### src/hw/rtl/stq_pkg.sv
package stq_pkg;

    localparam int QUEUE_DEPTH = 64;
    localparam int ID_BITS     = 12;
    localparam int ID_PORT_W   = 12;
    localparam int TIME_W      = 32;
    localparam int IDX_W       = $clog2(QUEUE_DEPTH);
    localparam int CNT_W       = $clog2(QUEUE_DEPTH + 1);

    localparam logic [CNT_W-1:0] CNT_ONE   = CNT_W'(1);
    localparam logic [CNT_W-1:0] DEPTH_CNT = CNT_W'(QUEUE_DEPTH);

    typedef enum logic [1:0] {
        MODE_ADD    = 2'd0,
        MODE_ADJUST = 2'd1,
        MODE_DELETE = 2'd2,
        MODE_TICK   = 2'd3
    } t_mode;

    typedef enum logic [1:0] {
        KIND_ACK     = 2'd0,
        KIND_EXPIRED = 2'd1,
        KIND_NONE    = 2'd2
    } t_kind;

    typedef enum logic [1:0] {
        ST_OK        = 2'd0,
        ST_FULL      = 2'd1,
        ST_MISSING   = 2'd2,
        ST_DUPLICATE = 2'd3
    } t_status;

    typedef struct packed {
        logic [TIME_W-1:0]  expiry;
        logic [ID_BITS-1:0] owner;
    } t_entry;

    localparam int ENTRY_W = $bits(t_entry);

    typedef struct packed {
        t_mode                mode;
        logic [ID_PORT_W-1:0] timer_id;
        logic [TIME_W-1:0]    expire_time;
        logic [TIME_W-1:0]    now_time;
    } t_item;

    typedef struct packed {
        t_kind                kind;
        logic [ID_PORT_W-1:0] out_id;
        t_status              status;
        logic                 last;
    } t_result;

    typedef struct packed {
        logic             we;
        logic [IDX_W-1:0] waddr;
        t_entry           wdata;
        logic [IDX_W-1:0] raddr;
    } t_mem_req;

    function automatic logic [ID_BITS-1:0] id_from_port(input logic [ID_PORT_W-1:0] v);
        logic [31:0] w;
        w = 32'(v);
        return w[ID_BITS-1:0];
    endfunction

    function automatic logic [ID_PORT_W-1:0] id_to_port(input logic [ID_BITS-1:0] v);
        logic [31:0] w;
        w = 32'(v);
        return w[ID_PORT_W-1:0];
    endfunction

endpackage

### src/hw/rtl/stq_ram.sv
module stq_ram #(
    parameter int WIDTH  = 44,
    parameter int DEPTH  = 64,
    parameter int ADDR_W = $clog2(DEPTH)
) (
    input  logic              i_clk,
    input  logic              i_we,
    input  logic [ADDR_W-1:0] i_waddr,
    input  logic [WIDTH-1:0]  i_wdata,
    input  logic [ADDR_W-1:0] i_raddr,
    output logic [WIDTH-1:0]  o_rdata
);

    logic [WIDTH-1:0] r_mem [DEPTH];
    logic [WIDTH-1:0] r_rdata;

    always_ff @(posedge i_clk) begin
        if (i_we) begin
            r_mem[i_waddr] <= i_wdata;
        end
        r_rdata <= r_mem[i_raddr];
    end

    assign o_rdata = r_rdata;

endmodule

### src/hw/rtl/stq_ctrl.sv
module stq_ctrl (
    input  logic              i_clk,
    input  logic              i_rst_n,
    input  logic              i_in_valid,
    output logic              o_in_ready,
    input  stq_pkg::t_item    i_in,
    output stq_pkg::t_mem_req o_mem,
    input  stq_pkg::t_entry   i_rdata,
    input  logic              i_out_free,
    output logic              o_emit,
    output stq_pkg::t_result  o_result
);

    typedef enum logic [2:0] {
        S_IDLE,
        S_SCAN,
        S_DECIDE,
        S_SHIFT,
        S_WNEW,
        S_ACK,
        S_TRD,
        S_TCMP
    } t_state;

    t_state                             r_state;
    logic [stq_pkg::CNT_W-1:0]          r_count;
    stq_pkg::t_mode                     r_mode;
    logic [stq_pkg::ID_BITS-1:0]        r_id;
    logic [stq_pkg::TIME_W-1:0]         r_time;
    stq_pkg::t_status                   r_status;

    logic [stq_pkg::CNT_W-1:0]          r_si;
    logic                               r_sv;
    logic [stq_pkg::CNT_W-1:0]          r_sidx;
    logic                               r_found;
    logic [stq_pkg::CNT_W-1:0]          r_pos;
    logic [stq_pkg::CNT_W-1:0]          r_lt;

    logic [stq_pkg::CNT_W-1:0]          r_src;
    logic [stq_pkg::CNT_W-1:0]          r_rem;
    logic [stq_pkg::CNT_W-1:0]          r_dist;
    logic                               r_left;
    logic                               r_wv;
    logic [stq_pkg::IDX_W-1:0]          r_wa;
    logic                               r_wnew;
    logic [stq_pkg::CNT_W-1:0]          r_ins;

    logic [stq_pkg::CNT_W-1:0]          r_k;
    logic                               r_pend_v;
    logic [stq_pkg::ID_BITS-1:0]        r_pend_id;

    logic                               w_scan_issue;
    logic                               w_shift_issue;
    logic                               w_hit;
    logic [stq_pkg::CNT_W-1:0]          w_left_dst;
    logic [stq_pkg::CNT_W-1:0]          w_right_dst;

    assign o_in_ready    = (r_state == S_IDLE);
    assign w_scan_issue  = (r_si < r_count);
    assign w_shift_issue = (r_rem != '0);
    assign w_hit         = (r_k < r_count) && (i_rdata.expiry <= r_time);
    assign w_left_dst    = r_src - r_dist;
    assign w_right_dst   = r_src + stq_pkg::CNT_ONE;

    always_comb begin
        o_mem.we    = 1'b0;
        o_mem.waddr = r_wa;
        o_mem.wdata = i_rdata;
        o_mem.raddr = r_k[stq_pkg::IDX_W-1:0];
        unique case (r_state)
            S_SCAN: begin
                o_mem.raddr = r_si[stq_pkg::IDX_W-1:0];
            end
            S_SHIFT: begin
                o_mem.raddr = r_src[stq_pkg::IDX_W-1:0];
                o_mem.we    = r_wv;
            end
            S_WNEW: begin
                o_mem.we           = 1'b1;
                o_mem.waddr        = r_ins[stq_pkg::IDX_W-1:0];
                o_mem.wdata.expiry = r_time;
                o_mem.wdata.owner  = r_id;
            end
            default: begin
            end
        endcase
    end

    always_comb begin
        o_emit          = 1'b0;
        o_result.kind   = stq_pkg::KIND_ACK;
        o_result.out_id = stq_pkg::id_to_port(r_id);
        o_result.status = r_status;
        o_result.last   = 1'b1;
        unique case (r_state)
            S_ACK: begin
                o_emit = i_out_free;
            end
            S_TCMP: begin
                o_result.status = stq_pkg::ST_OK;
                if (w_hit) begin
                    o_emit          = r_pend_v && i_out_free;
                    o_result.kind   = stq_pkg::KIND_EXPIRED;
                    o_result.out_id = stq_pkg::id_to_port(r_pend_id);
                    o_result.last   = 1'b0;
                end else begin
                    o_emit = i_out_free;
                    if (r_pend_v) begin
                        o_result.kind   = stq_pkg::KIND_EXPIRED;
                        o_result.out_id = stq_pkg::id_to_port(r_pend_id);
                    end else begin
                        o_result.kind   = stq_pkg::KIND_NONE;
                        o_result.out_id = '0;
                    end
                end
            end
            default: begin
            end
        endcase
    end

    always_ff @(posedge i_clk) begin
        if (!i_rst_n) begin
            r_state  <= S_IDLE;
            r_count  <= '0;
            r_sv     <= 1'b0;
            r_wv     <= 1'b0;
            r_pend_v <= 1'b0;
        end else begin
            unique case (r_state)
                S_IDLE: begin
                    if (i_in_valid) begin
                        r_mode  <= i_in.mode;
                        r_id    <= stq_pkg::id_from_port(i_in.timer_id);
                        r_si    <= '0;
                        r_sv    <= 1'b0;
                        r_found <= 1'b0;
                        r_pos   <= '0;
                        r_lt    <= '0;
                        r_k     <= '0;
                        r_pend_v <= 1'b0;
                        if (i_in.mode == stq_pkg::MODE_TICK) begin
                            r_time  <= i_in.now_time;
                            r_state <= S_TRD;
                        end else begin
                            r_time  <= i_in.expire_time;
                            r_state <= S_SCAN;
                        end
                    end
                end
                S_SCAN: begin
                    r_sv   <= w_scan_issue;
                    r_sidx <= r_si;
                    if (w_scan_issue) begin
                        r_si <= r_si + stq_pkg::CNT_ONE;
                    end
                    if (r_sv) begin
                        if (i_rdata.owner == r_id) begin
                            r_found <= 1'b1;
                            r_pos   <= r_sidx;
                        end else if (i_rdata.expiry < r_time) begin
                            r_lt <= r_lt + stq_pkg::CNT_ONE;
                        end
                    end
                    if (!w_scan_issue && !r_sv) begin
                        r_state <= S_DECIDE;
                    end
                end
                S_DECIDE: begin
                    r_wv     <= 1'b0;
                    r_dist   <= stq_pkg::CNT_ONE;
                    r_ins    <= r_lt;
                    unique case (r_mode)
                        stq_pkg::MODE_ADD: begin
                            if (r_found) begin
                                r_status <= stq_pkg::ST_DUPLICATE;
                                r_state  <= S_ACK;
                            end else if (r_count == stq_pkg::DEPTH_CNT) begin
                                r_status <= stq_pkg::ST_FULL;
                                r_state  <= S_ACK;
                            end else begin
                                r_status <= stq_pkg::ST_OK;
                                r_left  <= 1'b0;
                                r_src   <= r_count - stq_pkg::CNT_ONE;
                                r_rem   <= r_count - r_lt;
                                r_wnew  <= 1'b1;
                                r_count <= r_count + stq_pkg::CNT_ONE;
                                r_state <= S_SHIFT;
                            end
                        end
                        stq_pkg::MODE_DELETE: begin
                            if (!r_found) begin
                                r_status <= stq_pkg::ST_MISSING;
                                r_state  <= S_ACK;
                            end else begin
                                r_status <= stq_pkg::ST_OK;
                                r_left  <= 1'b1;
                                r_src   <= r_pos + stq_pkg::CNT_ONE;
                                r_rem   <= r_count - stq_pkg::CNT_ONE - r_pos;
                                r_wnew  <= 1'b0;
                                r_count <= r_count - stq_pkg::CNT_ONE;
                                r_state <= S_SHIFT;
                            end
                        end
                        stq_pkg::MODE_ADJUST: begin
                            if (!r_found) begin
                                r_status <= stq_pkg::ST_MISSING;
                                r_state  <= S_ACK;
                            end else begin
                                r_status <= stq_pkg::ST_OK;
                                r_wnew  <= 1'b1;
                                r_state <= S_SHIFT;
                                if (r_lt >= r_pos) begin
                                    r_left <= 1'b1;
                                    r_src  <= r_pos + stq_pkg::CNT_ONE;
                                    r_rem  <= r_lt - r_pos;
                                end else begin
                                    r_left <= 1'b0;
                                    r_src  <= r_pos - stq_pkg::CNT_ONE;
                                    r_rem  <= r_pos - r_lt;
                                end
                            end
                        end
                        stq_pkg::MODE_TICK: begin
                            r_state <= S_IDLE;
                        end
                    endcase
                end
                S_SHIFT: begin
                    r_wv <= w_shift_issue;
                    if (w_shift_issue) begin
                        r_rem <= r_rem - stq_pkg::CNT_ONE;
                        if (r_left) begin
                            r_wa  <= w_left_dst[stq_pkg::IDX_W-1:0];
                            r_src <= r_src + stq_pkg::CNT_ONE;
                        end else begin
                            r_wa  <= w_right_dst[stq_pkg::IDX_W-1:0];
                            r_src <= r_src - stq_pkg::CNT_ONE;
                        end
                    end
                    if (!w_shift_issue && !r_wv) begin
                        priority if (r_wnew) begin
                            r_state <= S_WNEW;
                        end else if (r_mode == stq_pkg::MODE_TICK) begin
                            r_state <= S_IDLE;
                        end else begin
                            r_state <= S_ACK;
                        end
                    end
                end
                S_WNEW: begin
                    r_state <= S_ACK;
                end
                S_ACK: begin
                    if (i_out_free) begin
                        r_state <= S_IDLE;
                    end
                end
                S_TRD: begin
                    r_state <= S_TCMP;
                end
                S_TCMP: begin
                    if (w_hit) begin
                        if (!r_pend_v || i_out_free) begin
                            r_pend_v  <= 1'b1;
                            r_pend_id <= i_rdata.owner;
                            r_k       <= r_k + stq_pkg::CNT_ONE;
                            r_state   <= S_TRD;
                        end
                    end else if (i_out_free) begin
                        r_pend_v <= 1'b0;
                        r_wv     <= 1'b0;
                        r_left   <= 1'b1;
                        r_wnew   <= 1'b0;
                        r_src    <= r_k;
                        r_dist   <= r_k;
                        r_rem    <= (r_k == '0) ? '0 : (r_count - r_k);
                        r_count  <= r_count - r_k;
                        r_state  <= S_SHIFT;
                    end
                end
                default: begin
                    r_state <= S_IDLE;
                end
            endcase
        end
    end

`ifndef SYNTHESIS
    a_count_bound: assert property (@(posedge i_clk) disable iff (!i_rst_n)
        r_count <= stq_pkg::DEPTH_CNT)
        else $error("occupancy above queue depth");

    a_idle_no_write: assert property (@(posedge i_clk) disable iff (!i_rst_n)
        (r_state == S_IDLE) |-> !o_mem.we)
        else $error("memory write while idle");

    a_emit_free: assert property (@(posedge i_clk) disable iff (!i_rst_n)
        o_emit |-> i_out_free)
        else $error("result emitted into a full output register");

    a_tick_shrinks: assert property (@(posedge i_clk) disable iff (!i_rst_n)
        (r_state == S_TCMP) |=> (r_count <= $past(r_count)))
        else $error("tick grew the queue");

    a_scan_bound: assert property (@(posedge i_clk) disable iff (!i_rst_n)
        (r_state == S_SCAN) |-> (r_si <= r_count))
        else $error("scan ran past occupancy");
`endif

endmodule

### src/hw/rtl/sorted_timeout_queue_top.sv
// Channel   Dir  tdata (low bit up)                          tuser       tlast
// s_axis    in   timer_id[11:0] expire_time[43:12]           mode[1:0]   -
//                now_time[75:44] zero[79:76]
// m_axis    out  out_id[11:0] status[13:12] zero[15:14]      kind[1:0]   last
//
// Add, adjust and delete: the result follows a scan of all occupied entries and a shift of the
// moved entries, paced by the single read port and single write port of the timer memory.
// Tick: reads the entries from the head, one expired result per due timer or one empty result,
// then moves any remaining entries down to the head.
// Reset clears the occupancy only; the memory is not swept.
// One result register decouples m_axis; a due result waits only while it is still full.
module sorted_timeout_queue_top (
    input  logic        i_clk,
    input  logic        i_rst_n,
    input  logic        s_axis_tvalid,
    output logic        s_axis_tready,
    input  logic [79:0] s_axis_tdata,   // timer_id, expire_time, now_time
    input  logic [1:0]  s_axis_tuser,   // mode
    output logic        m_axis_tvalid,
    input  logic        m_axis_tready,
    output logic [15:0] m_axis_tdata,   // out_id, status
    output logic [1:0]  m_axis_tuser,   // kind
    output logic        m_axis_tlast
);

    stq_pkg::t_item     w_item;
    stq_pkg::t_mem_req  w_mem;
    stq_pkg::t_entry    w_rdata;
    stq_pkg::t_result   w_result;
    logic               w_emit;
    logic               w_out_free;
    logic [stq_pkg::ENTRY_W-1:0] w_rdata_raw;

    logic               r_m_tvalid;
    stq_pkg::t_result   r_m_result;

    assign w_item.mode        = stq_pkg::t_mode'(s_axis_tuser);
    assign w_item.timer_id    = s_axis_tdata[11:0];
    assign w_item.expire_time = s_axis_tdata[43:12];
    assign w_item.now_time    = s_axis_tdata[75:44];

    assign w_out_free = !r_m_tvalid || m_axis_tready;
    assign w_rdata    = stq_pkg::t_entry'(w_rdata_raw);

    stq_ctrl u_ctrl (
        .i_clk      (i_clk),
        .i_rst_n    (i_rst_n),
        .i_in_valid (s_axis_tvalid),
        .o_in_ready (s_axis_tready),
        .i_in       (w_item),
        .o_mem      (w_mem),
        .i_rdata    (w_rdata),
        .i_out_free (w_out_free),
        .o_emit     (w_emit),
        .o_result   (w_result)
    );

    stq_ram #(
        .WIDTH (stq_pkg::ENTRY_W),
        .DEPTH (stq_pkg::QUEUE_DEPTH)
    ) u_ram (
        .i_clk   (i_clk),
        .i_we    (w_mem.we),
        .i_waddr (w_mem.waddr),
        .i_wdata (w_mem.wdata),
        .i_raddr (w_mem.raddr),
        .o_rdata (w_rdata_raw)
    );

    always_ff @(posedge i_clk) begin
        if (!i_rst_n) begin
            r_m_tvalid <= 1'b0;
        end else if (w_emit) begin
            r_m_tvalid <= 1'b1;
            r_m_result <= w_result;
        end else if (m_axis_tready) begin
            r_m_tvalid <= 1'b0;
        end
    end

    assign m_axis_tvalid = r_m_tvalid;
    assign m_axis_tdata  = {2'b00, r_m_result.status, r_m_result.out_id};
    assign m_axis_tuser  = r_m_result.kind;
    assign m_axis_tlast  = r_m_result.last;

endmodule

### config.mk
export PLATFORM = sky130hd
export DESIGN_NAME = sorted_timeout_queue_top
export DESIGN_NICKNAME = d
export VERILOG_FILES = /design/src/hw/rtl/stq_pkg.sv /design/src/hw/rtl/stq_ram.sv /design/src/hw/rtl/stq_ctrl.sv /design/src/hw/rtl/sorted_timeout_queue_top.sv
export SDC_FILE = /design/constraint.sdc
export NUM_CORES = 2
export LEC_CHECK = 0
export ABC_AREA = 1
export ABC_CLOCK_PERIOD_IN_PS = 6900
export CAP_MARGIN = 30
export CORE_MARGIN = 1
export CORE_UTILIZATION = 45
export CTS_BUF_LIST = sky130_fd_sc_hd__clkbuf_4
export CTS_CLUSTER_SIZE = 40
export DETAILED_ROUTE_END_ITERATION = 8
export DONT_BUFFER_PORTS = 1
export GPL_ROUTABILITY_DRIVEN = 0
export PLACE_DENSITY = 0.66
export SETUP_SLACK_MARGIN = 0.5
export SKIP_LAST_GASP = 1
export SLEW_MARGIN = 25
export SYNTH_ARGS = -nofsm -noshare
export SYNTH_HDL_FRONTEND = slang
export SYNTH_SLANG_ARGS = --single-unit
### constraint.sdc
create_clock -name i_clk -period 6.9 [get_ports i_clk]
set_input_delay 1.38 -clock i_clk [delete_from_list [all_inputs] [get_ports i_clk]]
set_output_delay 1.38 -clock i_clk [all_outputs]
set_load 0.02 [all_outputs]
# ---- Word-level counts from Yosys, hierarchy flattened
# Memories as Yosys holds them, arrays and structs flattened. A register that Yosys moved wholly into a read port is not among the register bits.
# Index checks and enable logic that the tools add are counted.
dict set report totals {
  reg_bits 161
  ram_bits 2816
  in_bits 86
  memories 1
}
dict set report op_classes {
  n_addsub 16
  n_lt_le_gt_ge 5
  n_eq_ne 35
  n_mux 102
  bitwise 1
  n_reduce_logical 43
}
# name words word_bits rd rd_ports_with_merged_regs write_ports line
set mem_list {}
lappend mem_list {u_ram.r_mem 64 44 1 1 1 stq_ram.sv:14} ;# logic [WIDTH-1:0] r_mem [DEPTH];
# op count
set op_table {}
lappend op_table {{2-to-1 mux 7 bit} 32}
lappend op_table {{case mux 7 bit (2 select lines)} 6}
lappend op_table {{case mux 7 bit (3 select lines)} 4}
lappend op_table {{2-to-1 mux 50 bit} 1}
lappend op_table {{adder 7 x 1 -> 7 bit (second input constant)} 6}
lappend op_table {{2-to-1 mux 3 bit} 13}
lappend op_table {{subtractor 7 bit} 5}
lappend op_table {{<= comparator 32 bit} 1}
lappend op_table {{< comparator 32 bit} 1}
lappend op_table {{2-to-1 mux 32 bit} 1}
lappend op_table {{subtractor 7 x 1 -> 7 bit (second input constant)} 4}
lappend op_table {{2-to-1 mux 1 bit} 24}
lappend op_table {{case mux 3 bit (8 select lines)} 1}
lappend op_table {{case mux 6 bit (2 select lines)} 2}
lappend op_table {{inequality test 2 x 1 -> 1 bit (second input constant)} 11}
lappend op_table {{AND reduction 4 bit} 4}
lappend op_table {{2-to-1 mux 15 bit} 1}
lappend op_table {{< comparator 7 bit} 2}
lappend op_table {{2-to-1 mux 14 bit} 1}
lappend op_table {{case mux 1 bit (2 select lines)} 7}
lappend op_table {{2-to-1 mux 13 bit} 1}
lappend op_table {{equality test 12 bit} 1}
lappend op_table {{equality test 3 bit (second input constant)} 4}
lappend op_table {{inequality test 3 bit (second input constant)} 4}
lappend op_table {{other kinds (34)} 65}

# ---- Longest topological paths before layout
dict set report depth {
  word_depth 6
  ltp_mapped 20
  depth_no_buf 20
}

# ---- Modules after synthesis
# A second synthesis with hierarchy kept.
dict set report hier_totals {
  cells_unflattened 10650
  area_unflattened_um2 125580.4
}
# mod instances cells_each area_per_inst_um2 seq_area_each_um2
set by_module_without_submodules {}
lappend by_module_without_submodules {stq_ram 1 9293 114378.4 85441.9}
lappend by_module_without_submodules {stq_ctrl 1 1330 10628.9 4134.0}
lappend by_module_without_submodules {sorted_timeout_queue_top 1 27 573.0 530.5}

# ---- Worst setup path before layout
# No wires, ideal clock.
dict set report synth_timing {
  path_kind {input to register}
  start {input i_rst_n}
  end {register u_ctrl.r_id[0] in the netlist's numbering (enable)}
  setup_time_ns 0.506
  arrival_ns 5.048
  t_required_ns 6.394
  path_slack_ns 1.346
  path_stages 3
  n_path_buf 1
  path_cell_list {clkbuf_1 > clkinv_1 > nor3_1}
}
dict set report synth_between {
  elab_chain_len 1
}
# item line
set synth_lines {}
lappend synth_lines {{start: declaration} sorted_timeout_queue_top.sv:14} ;# input logic i_rst_n,
lappend synth_lines {{AND reduction 3 bit (no source line)} -}
lappend synth_lines {{end signal: assignment} stq_ctrl.sv:134} ;# r_id <= stq_pkg::id_from_port(i_in.timer_id);
lappend synth_lines {{end: declaration} stq_ctrl.sv:28} ;# logic [stq_pkg::ID_BITS-1:0] r_id;
# No other way between the ends.
# A chain may end at the register's enable or synchronous reset.

# ---- Final worst setup path
dict set report layout_timing {
  start {register u_ctrl.r_state[2]}
  end {memory u_ram.r_mem[44][32] (enable)}
}
dict set report layout_between {
  elab_chain_len 4
  word_cells_on_any_way 6
}
# item line
set layout_lines {}
lappend layout_lines {{start: declaration} stq_ctrl.sv:25} ;# t_state r_state;
lappend layout_lines {{start signal: assignment} stq_ctrl.sv:124} ;# r_state <= S_IDLE;
lappend layout_lines {{start signal: assignment} stq_ctrl.sv:144} ;# r_state <= S_TRD;
lappend layout_lines {{start signal: assignment} stq_ctrl.sv:147} ;# r_state <= S_SCAN;
lappend layout_lines {{equality test 3 bit / equality test 3 x 2 -> 1 bit (equally long branches)} stq_ctrl.sv:70} ;# unique case (r_state)
lappend layout_lines {{case mux 1 bit (2 select lines)} stq_ctrl.sv:70}
lappend layout_lines {{2-to-1 mux 1 bit} stq_ram.sv:18} ;# if (i_we) begin
lappend layout_lines {{2-to-1 mux 1 bit (implied by the code)} stq_ram.sv:19} ;# r_mem[i_waddr] <= i_wdata;
lappend layout_lines {{end: declaration} stq_ram.sv:14}
# Parallel ways exist; a longest one is shown, timed or not.

==> flow_summary.yaml <==
outcome:
  outcome: "complete, no violations"
clocking:
  htree_num_levels: 6
  worstSkewPairLatency_ns: 1.49
  clockRootBuffer: "clkbuf_4"
  ctsLongestPathBuffers: 4
  cts_tree: "done"
  cts_made_buffers: 762
  clk_transition_reported_paths_ns: 0.06
  cts-resized-gates: 0
  postCtsSetupBuffers: 0
  cts_num_sinks: 3020
  cts_hold_buffers: 27
sta:
  setup_violations: 0
  fin_crit_sh: 0.721
  finalMaxSlewViolations: 0
  worst_slack_ns: 1.92
  fin_skew_ns: 0.148
  timing.final.hold_violations: 0
  fin_crit_ns: 4.98
  setup_tns_ns: 0
  rsz0062_at_grt: "false"
  max_freq_mhz: 201
  tightestPinTransition_ns: 1.15
  slew_headroom: 0.233
place:
  port_buffers: 0
  placed_cells: 14520
  hpwl_um: 191000
  place_ws_ns: 1.85
floorplanning:
  die_h_um: 537
  initial_core_util: 0.454
  die_w_um: 537
  core_area_um2: 283000
  ios: 107
  dieArea_um2: 288000
  num_rows: 195
synth:
  ys_types: 48
  ys_warn_count: 0
  ys_ff_latch: 3020
  synth-edff-count: 2962
  syn_area_um2: 129000
  synthCells: 11200
  ys.flop_type: "edfxtp_1"
  avgSynthCellArea_um2: 11.5
  async_flop_share: 0
  ys_seq_area_frac: 0.701
route:
  drtAntennaViolNets: 0
  drc: 0
  wl_per_cell_um: 23.0
  first_iter_violations: 11311
  vias: 87966
  avgViaCountPerCell: 5.55
  first_pass_iters: 8
  routed_wl_um: 364000
layout:
  regArea_um2: 90100
  area_growth_pct: 11.7
  final_cells: 15852
  drive_above_1_share: 0.127
  final_nets: 11761
  multiInputGateArea_um2: 30300
  n_fill_cell: 24155
setup_path:
  crit_path_end_kind: "register"
  criticalPathCategory: "reg -> reg"
  cpMaxStageDelayCell: "nor2_4"
  arrival_ns: 5.97
  cp_cell_sequence: "nand3_4, o21ai_1, inv_1, nor2_1, nand3_1, nor2_4, buf_12"
  worstPathRequired_ns: 7.90
  r2r_cells: 7
  critPathMaxStageDelay_ns: 0.96
  start_kind: "register"
  crit_fanout: 35
global_routing:
  grt_usage: 0.249
  grt_pass1_vias: 83807
  grt_max_degree: 242
  grt_pass1_wl_um: 529000
  grt_overflow: 0
  antenna_found_initial: 11
pwr:
  finalPower_w: 0.0592
  p_leak_nw: 54.5
  p_per_area_nw_per_um2: 412
  ir_drop_uv: 476
min_path:
  hp-class: "in -> reg"
  hold-path-cell-count: 2
job:
  cap_violations: 0
[synthesized netlist by cell type (6+ instances only)]
cell / instances / area share
edfxtp_1: 2962 / 0.69
nand2_1: 2454 / 0.072
inv_1: 1620 / 0.047
nand3_1: 1378 / 0.054
o211ai_1: 754 / 0.044
o21ai_0: 644 / 0.025
buf_2: 387 / 0.015
clkbuf_1: 188 / 0.0055
nor2_1: 188 / 0.0055
o21ai_1: 134 / 0.0052
ha_1: 94 / 0.0091
a21oi_1: 71 / 0.0028
dfxtp_1: 58 / 0.0090
buf_1: 50 / 0.0015
xor2_1: 36 / 0.0025
buf_4: 29 / 0.0017
nor3_1: 25 / 0.00097
nand4_1: 19 / 0.00092
a31oi_1: 13 / 0.00063
xnor2_1: 13 / 0.00089
o221ai_1: 8 / 0.00055
o22ai_1: 8 / 0.00039
inv_2: 7 / 0.00020
fa_1: 6 / 0.00093
nor4_1: 6 / 0.00029
[registers in the layout (all words and copies together), names as in the netlist, 7 cells and up]
| signal | count |
|---|---|
| u_ctrl.r_id | 12 |
| u_ctrl.r_count | 7 |
| u_ctrl.r_sidx | 7 |
| u_ctrl.r_pend_id | 12 |
| u_ctrl.r_rem | 7 |
| u_ctrl.r_pos | 7 |
| u_ctrl.r_si | 7 |
| m_axis_tdata | 14 |
| u_ctrl.r_lt | 7 |
| u_ctrl.r_k | 7 |
| u_ram.o_rdata | 44 |
| u_ram.r_mem | 2816 |
| u_ctrl.r_time | 32 |
[through the flow]
stage	hold slack (ns)	area, um^2	utilization
final	0.136	144000	0.507
after global placement	0.459	134000	0.472
after CTS	0.000932	143000	0.506
after floorplan	0.443	129000	-
after detailed placement	0.477	134000	0.472
after global routing	0.0537	144000	0.507
[critical path: cells and delay by family (launching register included)]
| family | cells | cell delay, ns |
|---|---|---|
| AOI/OAI and AO/OA | 1 | 0.88 |
| buffers and inverters | 2 | 0.60 |
| DFF | 1 | 0.63 |
| and+or+nand+nor | 4 | 2.32 |
[report_power, final]
part / total [W] / internal [W] / switching [W]
registers: 0.0245 / 0.0241 / 0.000413
clock network: 0.0149 / 0.00779 / 0.00708
logic: 0.0198 / 0.00491 / 0.0149
total: 0.0592 / 0.0368 / 0.0224
[cells in the final DEF (no fill, tap or decap), drive strengths merged, types with 14 or more instances in the layout]
cell type,n
edfxtp,2962
nand2,2458
inv,1644
nand3,1378
clkbuf,1114
o21ai,778
o211ai,755
buf,237
nor2,191
clkinv,142
ha,94
a21oi,74
dfxtp,58
xor2,36
dlygate4sd3,27
nor3,25
nand4,19
diode,14
[cells by family (layout without fill, tap and decap cells)]
family	Yosys count	in the layout	synth area share
muxes	1	1	0.0000779
AOI/OAI and AO/OA	1655	1655	0.0802
and+or+nand+nor	4088	4088	0.134
DFF	3020	3020	0.701
buffers and inverters	2286	3180	0.0714
adders and majority gates	100	100	0.0101
xor gates and xnor gates	49	49	0.00334
other	1	16	0.0000292
[path summary, 6_finish.rpt]
kind,startpoint,slack (ns),end
min reg2reg,u_ram.o_rdata[7],0.48,u_ctrl.r_pend_id[7]
min,i_rst_n,0.14,u_ctrl.r_wv
max reg2reg,u_ctrl.r_state[2],1.92,u_ram.r_mem[44][32]
max,u_ctrl.r_state[2],1.92,u_ram.r_mem[44][32]
[area by class of cell]
class,instances,share of cell area
multi-input combinational,5895,0.211
sequential,3020,0.628
inverter,1631,0.0428
tap,3743,0.0326
timing repair buffer,265,0.0203
antenna,14,0.000244
clock inverter,170,0.00712
clock buffer,1114,0.0582
[per-layer routing]
| metal | wire, um | share of wire | global-route usage |
|---|---|---|---|
| met4 | 14700 | 0.040 | 0.113 |
| met3 | 38200 | 0.10 | 0.0506 |
| met2 | 169000 | 0.46 | 0.399 |
| met1 | 142000 | 0.39 | 0.327 |
| met5 | 0 | 0 | 0 |
No activity file was read; power rests on OpenSTA's default activity.
